`config.mk`:
```
export PLATFORM = sky130hd
export DESIGN_NAME = first_fit_page_allocator_unit
export DESIGN_NICKNAME = d
export VERILOG_FILES = /design/src/design/ffpa_pkg.sv /design/src/design/ffpa_ram.sv /design/src/design/first_fit_page_allocator_unit.sv
export SDC_FILE = /design/constraint.sdc
export NUM_CORES = 2
export LEC_CHECK = 0
export BUFFER_PORTS_ARGS = -buffer_cell sky130_fd_sc_hd__clkbuf_2
export CAP_MARGIN = 20
export CORE_MARGIN = 4
export CORE_UTILIZATION = 40
export CTS_CLUSTER_DIAMETER = 50
export CTS_CLUSTER_SIZE = 16
export DETAILED_ROUTE_END_ITERATION = 8
export PLACE_DENSITY = 0.57
export RECOVER_POWER = 100
export SKIP_LAST_GASP = 1
export SYNTH_ARGS = -nofsm -noshare
export SYNTH_HDL_FRONTEND = slang
export SYNTH_HIERARCHICAL = 1
export SYNTH_SLANG_ARGS = --single-unit
```
`constraint.sdc`:
```
create_clock -name clk -period 11.6 [get_ports clk]
set_input_delay 1.74 -clock clk [delete_from_list [all_inputs] [get_ports clk]]
set_output_delay 1.74 -clock clk [all_outputs]
set_load 0.01 [all_outputs]
```
`src/design/ffpa_pkg.sv`:
```
`timescale 1ns / 1ps
package ffpa_pkg;

  localparam int MAX_EXTENTS_DEF = 64;
  localparam int NUM_PAGES_DEF   = 65536;

  localparam logic [1:0] ST_OK    = 2'd0;
  localparam logic [1:0] ST_NOFIT = 2'd1;
  localparam logic [1:0] ST_ZERO  = 2'd2;
  localparam logic [1:0] ST_FULL  = 2'd3;

  localparam logic CFG_BASE  = 1'b0;
  localparam logic CFG_PAGES = 1'b1;

  typedef enum logic [3:0] {
    S_IDLE,
    S_RD,
    S_WAIT,
    S_CHECK,
    S_SHIFT_RD,
    S_SHIFT_WAIT,
    S_SHIFT_WR,
    S_INS_RD,
    S_INS_WAIT,
    S_INS_WR,
    S_FIN,
    S_OUT
  } state_t;

endpackage

```
`src/design/ffpa_ram.sv`:
```
`timescale 1ns / 1ps
module ffpa_ram #(
  parameter int WIDTH = 33,
  parameter int DEPTH = 64
) (
  input  logic                     clk,
  input  logic                     we,
  input  logic [$clog2(DEPTH)-1:0] waddr,
  input  logic [WIDTH-1:0]         wdata,
  input  logic [$clog2(DEPTH)-1:0] raddr,
  output logic [WIDTH-1:0]         rdata
);

  logic [WIDTH-1:0] mem [DEPTH];

  // one write port, registered read port
  always_ff @(posedge clk) begin
    if (we) begin
      mem[waddr] <= wdata;
    end
    rdata <= mem[raddr];
  end

endmodule

```
`src/design/first_fit_page_allocator_unit.sv`:
```
`timescale 1ns / 1ps
// First-fit page allocator over an address-ordered extent table in one RAM.
// A zero-count request, or a free that runs past the page space, goes straight to the
// result; otherwise table entries are examined in order, and a remove or insert
// then shifts the entries behind it before the result is given.
// Throughput: one request at a time; input is stalled until the result transfers.
// Reset (synchronous, rst high) empties the table and clears the free total
// and region base register; the table RAM itself is not cleared.
module first_fit_page_allocator_unit
  import ffpa_pkg::*;
#(
  parameter int MAX_EXTENTS = MAX_EXTENTS_DEF,
  parameter int NUM_PAGES   = NUM_PAGES_DEF
) (
  input  logic        clk,
  input  logic        rst,
  input  logic        in_valid,
  output logic        in_stall,
  input  logic        mode,
  input  logic [15:0] first_page,
  input  logic [16:0] page_count,
  output logic        out_valid,
  input  logic        out_stall,
  output logic [1:0]  status,
  output logic [15:0] page_index,
  output logic [16:0] free_total,
  input  logic        cfg_valid,
  output logic        cfg_ready,
  input  logic        cfg_index,
  input  logic [16:0] cfg_data
);

  localparam int AW = $clog2(MAX_EXTENTS);
  localparam int CW = $clog2(MAX_EXTENTS + 1);
  localparam logic [17:0] LIMIT = (NUM_PAGES < 65536) ? 18'(NUM_PAGES) : 18'd65536;

  state_t state, state_next;

  logic [15:0] region_base;
  logic [16:0] region_len;
  logic [CW-1:0] count;
  logic [16:0] total;
  logic        req_mode;
  logic [15:0] req_base;
  logic [16:0] req_n;
  logic [CW-1:0] idx;
  logic [CW-1:0] dst;
  logic        have_prev;
  logic [15:0] prev_start;
  logic [16:0] prev_len;
  logic [1:0]  res_st;
  logic [15:0] res_idx;
  logic        shift_up;

  // RAM port signals
  logic          we;
  logic [AW-1:0] waddr, raddr;
  logic [32:0]   wdata, rdata;
  logic [15:0]   r_start;
  logic [16:0]   r_len;

  ffpa_ram #(.WIDTH(33), .DEPTH(MAX_EXTENTS)) u_tab (
    .clk(clk), .we(we), .waddr(waddr), .wdata(wdata), .raddr(raddr), .rdata(rdata)
  );

  assign r_start = rdata[32:17];
  assign r_len   = rdata[16:0];

  // region length clipped to the page space
  always_comb begin
    if ({2'b0, region_base} >= LIMIT) begin
      region_len = '0;
    end else if ({1'b0, cfg_data} > LIMIT - {2'b0, region_base}) begin
      region_len = 17'(LIMIT - {2'b0, region_base});
    end else begin
      region_len = cfg_data;
    end
  end

  // shared compare datapath
  logic [17:0] req_end, prev_end;
  logic        at_end;
  assign req_end  = {2'b0, req_base} + {1'b0, req_n};
  assign prev_end = {2'b0, prev_start} + {1'b0, prev_len};
  assign at_end   = (idx == count);

  logic fit, past;
  assign fit  = (r_len >= req_n);
  assign past = ({2'b0, r_start} > {2'b0, req_base});

  logic join_lo, join_hi, ovl;
  assign join_lo = have_prev && (prev_end == {2'b0, req_base});
  assign join_hi = !at_end && ({2'b0, r_start} == req_end);
  assign ovl = (have_prev && (prev_end > {2'b0, req_base})) ||
               (!at_end && ({2'b0, r_start} < req_end));

  // a config transfer takes the idle cycle, so input waits
  assign in_stall  = (state != S_IDLE) || cfg_valid;
  assign cfg_ready = (state == S_IDLE);
  assign out_valid = (state == S_OUT);
  assign status     = res_st;
  assign page_index = res_idx;
  assign free_total = total;

  // next state
  always_comb begin
    state_next = state;
    unique case (state)
      S_IDLE: begin
        if (in_valid && !cfg_valid) begin
          if (page_count == 17'd0) state_next = S_OUT;
          else if (mode && ({2'b0, first_page} + {1'b0, page_count} > LIMIT))
            state_next = S_OUT;
          else state_next = S_RD;
        end
      end
      S_RD:   state_next = S_WAIT;
      S_WAIT: state_next = S_CHECK;
      S_CHECK: begin
        if (!req_mode) begin
          if (at_end) state_next = S_OUT;
          else if (fit) state_next = (r_len > req_n) ? S_OUT : S_SHIFT_RD;
          else state_next = S_RD;
        end else begin
          if (!at_end && !past) state_next = S_RD;
          else if (ovl) state_next = S_OUT;
          else if (join_lo && join_hi) state_next = S_SHIFT_RD;
          else if (join_lo || join_hi) state_next = S_OUT;
          else if (count == CW'(MAX_EXTENTS)) state_next = S_OUT;
          else state_next = S_INS_RD;
        end
      end
      S_SHIFT_RD:   state_next = (idx >= count) ? S_FIN : S_SHIFT_WAIT;
      S_SHIFT_WAIT: state_next = S_SHIFT_WR;
      S_SHIFT_WR:   state_next = S_SHIFT_RD;
      S_INS_RD:     state_next = (idx == dst) ? S_FIN : S_INS_WAIT;
      S_INS_WAIT:   state_next = S_INS_WR;
      S_INS_WR:     state_next = S_INS_RD;
      S_FIN:        state_next = S_OUT;
      S_OUT:        state_next = out_stall ? S_OUT : S_IDLE;
      default:      state_next = S_IDLE;
    endcase
  end

  // RAM control
  always_comb begin
    we = 1'b0;
    waddr = AW'(idx);
    wdata = '0;
    raddr = AW'(idx);
    shift_up = 1'b0;
    unique case (state)
      S_IDLE: begin
        // region reload: the table becomes one extent, or empty for a zero-length region
        if (cfg_valid && cfg_index == CFG_PAGES) begin
          we = 1'b1;
          waddr = '0;
          wdata = {region_base, region_len};
        end
      end
      S_CHECK: begin
        if (!req_mode && !at_end && fit && (r_len > req_n)) begin
          we = 1'b1;
          wdata = {r_start + req_n[15:0], r_len - req_n};
        end else if (req_mode && !(!at_end && !past) && !ovl) begin
          if (join_lo) begin
            we = 1'b1;
            waddr = AW'(idx - CW'(1));
            wdata = {prev_start, prev_len + req_n + (join_hi ? r_len : 17'd0)};
          end else if (join_hi) begin
            we = 1'b1;
            wdata = {req_base, r_len + req_n};
          end
        end
      end
      S_SHIFT_RD: raddr = AW'(idx);
      S_SHIFT_WR: begin
        we = 1'b1;
        waddr = AW'(idx - CW'(1));
        wdata = rdata;
      end
      S_INS_RD:   raddr = AW'(idx - CW'(1));
      S_INS_WAIT: raddr = AW'(idx - CW'(1));
      S_INS_WR: begin
        we = 1'b1;
        waddr = AW'(idx);
        wdata = rdata;
        shift_up = 1'b1;
      end
      S_FIN: begin
        if (req_mode && !join_lo) begin
          we = 1'b1;
          waddr = AW'(dst);
          wdata = {req_base, req_n};
        end
      end
      default: ;
    endcase
  end

  // control and datapath registers
  always_ff @(posedge clk) begin
    if (rst) begin
      state <= S_IDLE;
      region_base <= '0;
      count <= '0;
      total <= '0;
      res_st <= ST_OK;
      res_idx <= '0;
    end else begin
      state <= state_next;
      unique case (state)
        S_IDLE: begin
          if (cfg_valid) begin
            if (cfg_index == CFG_BASE) begin
              region_base <= cfg_data[15:0];
            end else begin
              total <= region_len;
              count <= (region_len == 17'd0) ? CW'(0) : CW'(1);
            end
          end
          if (in_valid && !cfg_valid) begin
            req_mode <= mode;
            req_base <= first_page;
            req_n <= page_count;
            idx <= '0;
            have_prev <= 1'b0;
            res_idx <= '0;
            res_st <= (page_count == 17'd0) ? ST_ZERO :
                      (mode && ({2'b0, first_page} + {1'b0, page_count} > LIMIT)) ?
                      ST_NOFIT : ST_OK;
          end
        end
        S_CHECK: begin
          if (!req_mode) begin
            if (at_end) res_st <= ST_NOFIT;
            else if (fit) begin
              res_idx <= r_start;
              total <= total - req_n;
              idx <= idx + CW'(1);
            end else idx <= idx + CW'(1);
          end else begin
            if (!at_end && !past) begin
              have_prev <= 1'b1;
              prev_start <= r_start;
              prev_len <= r_len;
              idx <= idx + CW'(1);
            end else if (ovl) res_st <= ST_NOFIT;
            else if (join_lo && join_hi) begin
              total <= total + req_n;
              idx <= idx + CW'(1);
            end else if (join_lo || join_hi) total <= total + req_n;
            else if (count == CW'(MAX_EXTENTS)) res_st <= ST_FULL;
            else begin
              total <= total + req_n;
              dst <= idx;
              idx <= count;
            end
          end
        end
        // remove shift starts one entry past the removed slot and copies down
        S_SHIFT_WR: idx <= idx + CW'(1);
        S_INS_WR: if (shift_up) idx <= idx - CW'(1);
        S_FIN: begin
          if (req_mode && !join_lo) count <= count + CW'(1);
          else count <= count - CW'(1);
        end
        default: ;
      endcase
    end
  end

  // join_lo stays valid in FIN since it depends only on the saved previous extent and the request
  // for a free: only a no-join insert reaches FIN with count growing

  assert property (@(posedge clk) disable iff (rst)
    out_valid && out_stall |=> out_valid && $stable(status) && $stable(page_index))
    else $error("result changed while stalled");
  assert property (@(posedge clk) disable iff (rst)
    count <= CW'(MAX_EXTENTS))
    else $error("extent count overflow");
  assert property (@(posedge clk) disable iff (rst)
    out_valid && status != ST_OK |-> page_index == 16'd0)
    else $error("page index set on failure");
  assert property (@(posedge clk) disable iff (rst)
    (state != S_IDLE) |-> !cfg_ready)
    else $error("config accepted while busy");

endmodule
```
==> flow_summary_export.csv <==
group,metric,value,unit
clocking,path_clk_slew,0.06,ns
hold_path,holdPathStages,2,
yosys,seq_area_frac_synth,0.692,
routing,via_count,56500,
floorplanning,num_rows,181,
clocking,ctsResizeCount,0,
clocking,cts_buffer_depth,3,
hold_path,hp-start,"page_index[7]",
status,violations,"capacitance limit, slew limit",
run,max_cap_violations,25,
hold_path,hold_class,"flop to flop",
clocking,numCtsBuffers,219,
sta,finClkSkew,0.104,ns
critical_path,reg2reg_depth,23,
floorplanning,core_area,243000,um^2
global_route,grt_usage,0.230,
critical_path,crit_arrival,9.95,ns
pwr,powerDensity,212,nW/um^2
sta,finalSetupTns,0,ns
clocking,cts_max_level,4,
layout,drive_gt1_frac,0.192,
yosys,syn_inst,5689,
floorplanning,die_w,503,um
floorplanning,io-pin-count,95,
clocking,clk-insertion-delay-late,0.90,ns
routing,wire_per_inst,31.7,um
sta,min_period,9.63,ns
sta,worstMarginPinSlew,3.90,ns
clocking,holdBufCountCts,0,
yosys,synth_edf_count,2194,
sta,maxSlewViolCount,1045,
yosys,synth_cell_types,95,
layout,num-fill-cells,20700,
sta,hold_viol,0,
sta,timing.fmax,104,MHz
routing,via_per_inst,6.07,
pwr,ir_drop,0.000211,V
critical_path,path_class,"flop to flop",
yosys,synth-main-ff-cell,"edfxtp_1",
critical_path,rr_endpoint,"u_tab/mem[16][20]",
yosys,yosys_warnings,6,
global_route,grt_max_degree,105,
hold_path,whs_endpoint,"page_index[7]",
place,io_buffers,94,
place,gp_congestion,0.934,
floorplanning,die-area,253000,um^2
critical_path,path_max_fanout,33,
layout,syn_to_final_growth,13.1,%
sta,relSlewSlack,-1.60,
sta,setup_viol,0,
floorplanning,initial_core_util,0.402,
layout,mostFrequentLayoutCells,"edfxtp_1 (2194), mux4_2 (484), nand2_1 (271)",
yosys,synth_async_sr_flop_share,0,
pwr,cellLeakagePower,36.0,nW
clocking,cts_tree,"built",
sta,rsz0062_at_grt,"false",
status,status,"complete, but fails checks",
floorplanning,die_y,503,um
routing,drt-initial-drc-count,7334,
yosys,synth-seq-cells,2289,
layout,post-route-util,0.455,
global_route,grt_pass1_vias,54600,
yosys,synth_fp_nets,5981,
clocking,cts_setup_buffers,0,
clocking,cts_sinks,2289,
routing,drt-pass1-iter-count,6,
yosys,synth_area,97900,um^2
global_route,grt_pass1_wl,416,mm
critical_path,timing.rr.start,"req_n[1]",
layout,mostFrequentLayoutCell,"edfxtp_1",
place,hpwl,186,mm
global_route,antenna_found_initial,27,
routing,antenna_left,0,
critical_path,start_kind,"flop",
critical_path,cp_data_required_time,11.91,ns
layout,finalNetCount,6201,
clocking,cts-root-buf,"clkbuf_16",
yosys,avgSynthCellArea,17.2,um^2
global_route,grt_overflow_total,0,
critical_path,r2r_slack,1.97,ns
routing,drc,0,
sta,min_period_over_period,0.831,
routing,drt_wl_total,295,mm
critical_path,endpoint_kind,"flop",
-- critical path: stages, from the launching register on --
cell and delay (ns):
edfxtp_1 0.59, inv_1 0.39, fa_1 0.28, nand2b_1 0.14
a21oi_1 0.10, o41ai_1 0.95, o21bai_1 0.25, xnor2_1 0.19
ha_1 0.30, nand3_1 0.13, nor2_1 0.13, nand2_1 0.08
a31oi_1 0.15, o22a_1 0.19, a21oi_1 0.13, a211oi_2 0.25
clkbuf_1 1.20, and3_1 0.74, or3_1 0.19, a22o_1 0.47
or3_1 0.38, or2_0 1.04, nor2_4 0.04, clkbuf_2 0.70
-- routing by layer --
layer | wire [um] | part of all wire | up-vias | GRT usage
met4 | 11400 | 0.039 | 6 | 0.0795
met5 | 36 | 0.00012 | - | 0
li1 | - | - | 23600 | -
met1 | 121000 | 0.41 | 29700 | 0.325
met2 | 136000 | 0.46 | 2686 | 0.358
met3 | 26700 | 0.091 | 482 | 0.0456
-- area by class of cell --
cell class,count,area (um^2),share of cell area
multi-input cells,2980,28800,0.260
diodes,19,47.5,0.000429
clock buffers,245,5630,0.0508
repair buffers,301,2120,0.0191
clock inverters,153,1870,0.0169
inverters,118,443,0.00400
well taps,3202,4010,0.0362
flip-flops and latches,2289,67800,0.612
-- worst max path at each step --
stage / slack (ns) / cells after the start / from / end
after floorplan: 2.39 / 19 / req_n[1] / u_tab/mem[0][11]
after global placement: 3.35 / 24 / prev_len[3] / u_tab/mem[30][20]
after detailed placement: 3.25 / 24 / prev_len[3] / u_tab/mem[54][3]
after CTS: 3.30 / 30 / req_n[1] / u_tab/mem[21][15]
after global routing: 1.53 / 28 / req_n[1] / u_tab/mem[2][8]
final: 1.97 / 23 / req_n[1] / u_tab/mem[16][20]
-- metrics by stage --
stage               area [um^2]  std cells  power (W)  setup WS [ns]  hold WS, ns
detailed placement       104000       8880     0.0163           3.25        0.460
global placement         103000       8867     0.0162           3.35        0.457
global route             111000       9297     0.0243           1.53        0.493
finish                   111000       9307     0.0235           1.97        0.468
CTS                      111000       9278     0.0236           3.30        0.467
floorplan                 97900       5689     0.0138           2.39        0.452
-- cell families (layout without fill, tap and decap cells) --
kind of cell,count (synthesis),in the layout,share of synthesized area
xor gates and xnor gates,151,151,0.0135
adders and majority gates,235,235,0.0320
muxes,621,621,0.125
buffers and inverters,420,817,0.0193
AOI/OAI and AO/OA,881,881,0.0621
and+or+nand+nor,1092,1092,0.0551
DFF,2289,2289,0.692
other,0,19,0
-- state kept, by name, summed over array words and instances (netlist names) --
register     count
req_base        16
page_index      16
u_tab/rdata     33
state            4
dst              7
prev_len        17
req_mode         1
req_n           17
idx              7
status           2
count            7
free_total      17
have_prev        1
u_tab/mem     2112
region_base     16
prev_start      16
-- report_power, final --
| group | internal, W | switching [W] | leakage, nW | total [W] |
|---|---|---|---|---|
| registers | 0.00961 | 0.000267 | 20.9 | 0.00988 |
| clock network | 0.00396 | 0.00339 | 3.60 | 0.00735 |
| logic | 0.00217 | 0.00408 | 11.5 | 0.00625 |
| total | 0.0157 | 0.00774 | 36.0 | 0.0235 |
-- cells in the mapped netlist (8+ instances only) --
cell | instances | share of area
buf_4 | 11 | 0.00084
o21ai_1 | 13 | 0.00066
o221ai_1 | 58 | 0.0052
nand3_1 | 134 | 0.0069
o21bai_1 | 19 | 0.0015
edfxtp_1 | 2194 | 0.67
or3_1 | 27 | 0.0017
a31oi_1 | 32 | 0.0020
clkbuf_1 | 183 | 0.0070
a21oi_1 | 177 | 0.0090
and4_1 | 8 | 0.00072
nand2_1 | 271 | 0.010
nor2b_1 | 72 | 0.0046
and2_1 | 9 | 0.00058
a221oi_1 | 24 | 0.0021
a21o_1 | 46 | 0.0035
inv_1 | 117 | 0.0045
nand2b_1 | 35 | 0.0022
and3_1 | 65 | 0.0042
ha_1 | 210 | 0.027
dfxtp_1 | 95 | 0.019
nor3_1 | 80 | 0.0041
o211ai_1 | 27 | 0.0021
a211o_1 | 12 | 0.0011
o22ai_1 | 67 | 0.0043
buf_1 | 14 | 0.00054
a211oi_1 | 60 | 0.0046
buf_2 | 69 | 0.0035
nor2_1 | 233 | 0.0089
or2_2 | 13 | 0.00083
fa_1 | 25 | 0.0051
o21a_1 | 20 | 0.0015
mux4_2 | 484 | 0.11
o21ai_0 | 121 | 0.0062
a22oi_1 | 94 | 0.0072
xor2_1 | 51 | 0.0046
mux2i_1 | 130 | 0.013
nor4_1 | 25 | 0.0016
nand4_1 | 86 | 0.0055
xnor2_1 | 100 | 0.0089
a222oi_1 | 15 | 0.0015
buf_6 | 23 | 0.0026
No activity file was read; power rests on OpenSTA's default activity.
